[config.mk]
export PLATFORM = sky130hd
export DESIGN_NAME = lgs_cell
export DESIGN_NICKNAME = d
export VERILOG_FILES = /design/src/hdl/life_grid_generation_step_macros.svh /design/src/hdl/lgs_pkg.sv /design/src/hdl/lgs_cell.sv
export SDC_FILE = /design/constraint.sdc
export NUM_CORES = 1
export LEC_CHECK = 0
export ABC_AREA = 1
export BUFFER_PORTS_ARGS = -buffer_cell sky130_fd_sc_hd__buf_2
export CORE_MARGIN = 3
export CORE_UTILIZATION = 52
export DETAILED_ROUTE_END_ITERATION = 8
export PLACE_DENSITY = 0.7
export SLEW_MARGIN = 20
export SYNTH_ARGS = -nofsm -noshare
export SYNTH_HDL_FRONTEND = slang
export SYNTH_SLANG_ARGS = --single-unit
[constraint.sdc]
create_clock -name clk -period 7.7 [get_ports clk]
set_input_delay 0.385 -clock clk [delete_from_list [all_inputs] [get_ports clk]]
set_output_delay 0.385 -clock clk [all_outputs]
set_load 0.02 [all_outputs]
[src/hdl/life_grid_generation_step_macros.svh]
// ----------------------------------------------------------------------------
// Assertion macros for the life grid generation step block
// Clocked on clk, disabled while arst_n is low.
// ----------------------------------------------------------------------------
`ifndef LIFE_GRID_GENERATION_STEP_MACROS_SVH
`define LIFE_GRID_GENERATION_STEP_MACROS_SVH

// Antecedent implies consequent in the same cycle.
`define LGS_ASSERT_IMP(lbl, ante, cons) \
	lbl: assert property (@(posedge clk) disable iff (!arst_n) (ante) |-> (cons)) \
		else $error("lgs assertion failed");

// Property holds at every clock edge out of reset.
`define LGS_ASSERT_ALWAYS(lbl, prop) \
	lbl: assert property (@(posedge clk) disable iff (!arst_n) (prop)) \
		else $error("lgs assertion failed");

`endif

[src/hdl/lgs_pkg.sv]
// ----------------------------------------------------------------------------
// lgs_pkg
// Grid size, action codes and the command struct shared by the row cells.
// ----------------------------------------------------------------------------
`timescale 1ns / 1ps
`default_nettype none

package lgs_pkg;

	localparam int GRID_WIDTH  = 64;
	localparam int GRID_HEIGHT = 64;
	localparam int COL_W       = (GRID_WIDTH > 1) ? $clog2(GRID_WIDTH) : 1;

	typedef enum logic [1:0] {
		ACT_WRITE   = 2'd0,
		ACT_READ    = 2'd1,
		ACT_ADVANCE = 2'd2
	} action_t;

	// command broadcast to every row cell for one accepted beat
	typedef struct packed {
		logic             load;
		logic             wr;
		logic             rd;
		logic             adv;
		logic [COL_W-1:0] col;
		logic             val;
	} lgs_cmd_t;

endpackage

`default_nettype wire

[src/hdl/lgs_cell.sv]
// ----------------------------------------------------------------------------
// lgs_cell
// One grid row: holds its cells, applies B3/S23 from the rows above and below.
// ----------------------------------------------------------------------------
`timescale 1ns / 1ps
`default_nettype none

module lgs_cell (
	input  logic                          clk,
	input  logic                          arst_n,
	input  lgs_pkg::lgs_cmd_t             cmd,
	input  logic                          sel,
	input  logic [lgs_pkg::GRID_WIDTH-1:0] above,
	input  logic [lgs_pkg::GRID_WIDTH-1:0] below,
	output logic [lgs_pkg::GRID_WIDTH-1:0] cells,
	output logic                          hit
);
	import lgs_pkg::*;

	logic [GRID_WIDTH-1:0] row_q;
	logic [GRID_WIDTH-1:0] next_row;
	logic                  hit_s1;
	logic [GRID_WIDTH+1:0] a_p;
	logic [GRID_WIDTH+1:0] b_p;
	logic [GRID_WIDTH+1:0] m_p;

	// pad with dead cells so the edges do not wrap
	assign a_p = {1'b0, above, 1'b0};
	assign b_p = {1'b0, below, 1'b0};
	assign m_p = {1'b0, row_q, 1'b0};

	always_comb begin
		logic [3:0] n;
		n = 4'd0;
		for (int c = 0; c < GRID_WIDTH; c++) begin
			n = 4'(a_p[c]) + 4'(a_p[c+1]) + 4'(a_p[c+2])
				+ 4'(m_p[c]) + 4'(m_p[c+2])
				+ 4'(b_p[c]) + 4'(b_p[c+1]) + 4'(b_p[c+2]);
			next_row[c] = (n == 4'd3) | (row_q[c] & (n == 4'd2));
		end
	end

	always_ff @(posedge clk or negedge arst_n) begin
		if (!arst_n) begin
			row_q  <= '0;
			hit_s1 <= 1'b0;
		end else if (cmd.load) begin
			if (cmd.adv) begin
				row_q <= next_row;
			end else if (cmd.wr && sel) begin
				row_q[cmd.col] <= cmd.val;
			end
			hit_s1 <= cmd.rd & sel & row_q[cmd.col];
		end
	end

	assign cells = row_q;
	assign hit   = hit_s1;

endmodule

`default_nettype wire

==> results.yml <==
logic_synthesis:
  ys_warn_count: 0
  ys_seq_elements: 65
  syn_inst: 1819
  syn-cell-area_mm2: 0.0147
  ys_seq_area_frac: 0.110
  yosysUniqueCellTypes: 29
  syn_nets: 2401
  avgSynthCellArea_um2: 8.10
setup_path:
  crit_fanout: 3
  crit_arrival_ns: 3.34
  end_kind: "register"
  worstSetupPathType: "input port to register"
  cp.required_ns: 7.97
  critPathLaunchType: "input port"
  r2r_slack_ns: 4.80
sta:
  worst_pin_slew_ns: 1.03
  finalMaxSlewViolations: 0
  hold_viol_final: 0
  tns_ns: 0
  fin_worst_skew_ns: 0.0115
  rsz0062_at_grt: "no"
  fmax_mhz: 325
  relSlewSlack: 0.315
  layout_min_cycle_time_ns: 3.08
  period_share: 0.400
  final.setup.worst_slack_ns: 4.62
  setup_viol: 0
clocking:
  clk_path_buf_depth: 2
  cts-buffers-inserted: 9
  clk_latency_ns: 0.34
  clk_pin_slew_ns: 0.07
  root_buffer: "clkbuf_16"
  cts_max_level: 3
  cts_tree: "done"
  cts.sinks: 65
placed_design:
  place_inst: 2375
  io_buffers: 206
  pre_cts_ws_ns: 4.29
  hpwl_mm: 31.6
  place_area_mm2: 0.0161
  routabilityCongestion: 0.841
cells_and_area:
  nets: 2591
  antenna_cells: 0
  multi_input_area_mm2: 0.0112
  regArea_mm2: 0.00163
  nFillCells: 2603
  area_growth_pct: 11.4
  design_area_mm2: 0.0164
  final_layout_size_suffix_gt1_frac: 0.124
  layout.cells.non_filler: 2392
die:
  num_rows: 61
  start_util: 0.529
  die_y_um: 174
  dieArea_mm2: 0.0304
  core_area_mm2: 0.0279
  die_x_um: 174
  ios: 207
route:
  detail-route-antenna-nets: 0
  finalWirelength_mm: 38.9
  wl_per_cell_um: 16.3
  firstDrtPassIters: 5
  viasPerCell: 5.23
  drtIter0Drc: 821
  num_vias: 12501
  drc: 0
power_and_ir_drop:
  p_total_w: 0.00426
  power_density_mw_per_mm2: 260
  p_leak_nw: 8.94
  peakVddDrop_mv: 0.118
grt:
  grt_pass1_vias: 12815
  grt_usage: 0.262
  overflow: 0
  grt_max_degree: 65
  grt_antenna_before_repair: 1
  grt_pass1_wl_mm: 64.4
worst_hold_path:
  min_path_type: "input port to register"
run_status:
  outcome: "completed"
run:
  maxCapViolCount: 0
## worst paths after layout
| path | to | cells after the start | startpoint |
|---|---|---|---|
| setup / recovery | cells[42] | 12 | below[41] |
| hold / removal | hit | 4 | cmd[10] |
| setup reg to reg | cells[41] | 10 | cells[40] |
| hold reg to reg | hit | 2 | hit |
| max in group asynchronous | cells[63] | 3 | arst_n |
| min in group asynchronous | cells[42] | 2 | arst_n |
## routing by layer
layer  track usage  share of wire  vias up
met5             0        0.00028        -
met1         0.352           0.43     6056
met3        0.0262          0.061       49
met4        0.0516          0.014        2
met2         0.465           0.50      371
li1              -              -     6023
## critical path, cell delays in order
cell and delay, ns:
buf_2 0.10, inv_1 0.16, fa_1 0.47, fa_1 0.48, fa_1 0.50, inv_1 0.04, ha_1 0.19, fa_1 0.49
o211ai_1 0.07, o21ai_0 0.27, nor2_1 0.07, a21oi_1 0.11
## final cells by class
| class | instances | area share |
|---|---|---|
| Multi-Input combinational cell | 1252 | 0.680 |
| Inverter | 467 | 0.107 |
| Sequential cell | 65 | 0.0990 |
| Timing Repair Buffer | 214 | 0.0666 |
| Tap cell | 378 | 0.0288 |
| Clock buffer | 14 | 0.0167 |
| Clock inverter | 2 | 0.00213 |
## cells in the final DEF (no fill, tap or decap), drive strengths merged
cell	netlist	layout
nor3	2	2
o32ai	2	2
a31oi	31	31
dlygate4sd3	0	1
o21ai	101	101
nor2	180	180
fa	252	252
o2111ai	28	28
o22ai	4	4
a21oi	97	97
bufinv	0	1
nand2	282	282
clkbuf	14	14
o211ai	30	30
dfrtp	65	65
buf	21	213
nand3	45	45
inv	467	467
ha	188	188
nand4	5	5
clkinv	0	1
or2	5	5
## registers in the layout, summed over array words and instances (netlist names)
signal	count
cells	64
hit	1
## power by group
part           internal (W)  leakage, nW  switching, W
clock network      0.000278        0.153      0.000173
logic               0.00133         8.03       0.00190
registers          0.000447        0.748      0.000132
## cell usage after synthesis, drive strengths merged
master	n	area [µm²]
a21oi	97	485
a31oi	31	194
buf	21	143
clkbuf	14	52.6
dfrtp	65	1630
fa	252	5040
ha	188	2350
inv	467	1750
nand2	282	1070
nand3	45	225
nand4	5	31.3
nor2	180	688
nor3	2	21.3
o2111ai	28	245
o211ai	30	225
o21ai	101	505
o22ai	4	31.3
o32ai	2	17.5
or2	5	31.3
## logic make-up after synthesis
family / count (synthesis) / share of synthesized area
AO/OA/AOI/OAI: 293 / 0.116
adder cells (fa/ha/maj): 440 / 0.502
buffers and inverters: 502 / 0.132
flip-flops: 65 / 0.110
AND/OR/NAND/NOR: 519 / 0.140
## metrics by stage
| step | hold WS, ns | util |
|---|---|---|
| after floorplan | 0.0894 | - |
| after global placement | 0.190 | 0.578 |
| after detailed placement | 0.192 | 0.578 |
| after CTS | 0.316 | 0.590 |
| after global routing | 0.362 | 0.590 |
| final | 0.322 | 0.590 |
## what timing repair did
item | in CTS | in global routing
hold buffers | 1 | 0
hold endpoints to repair | 2 | 0
gates resized for setup | 0 | 0
setup buffers | 0 | 0
(Power assumes the default switching activity.)
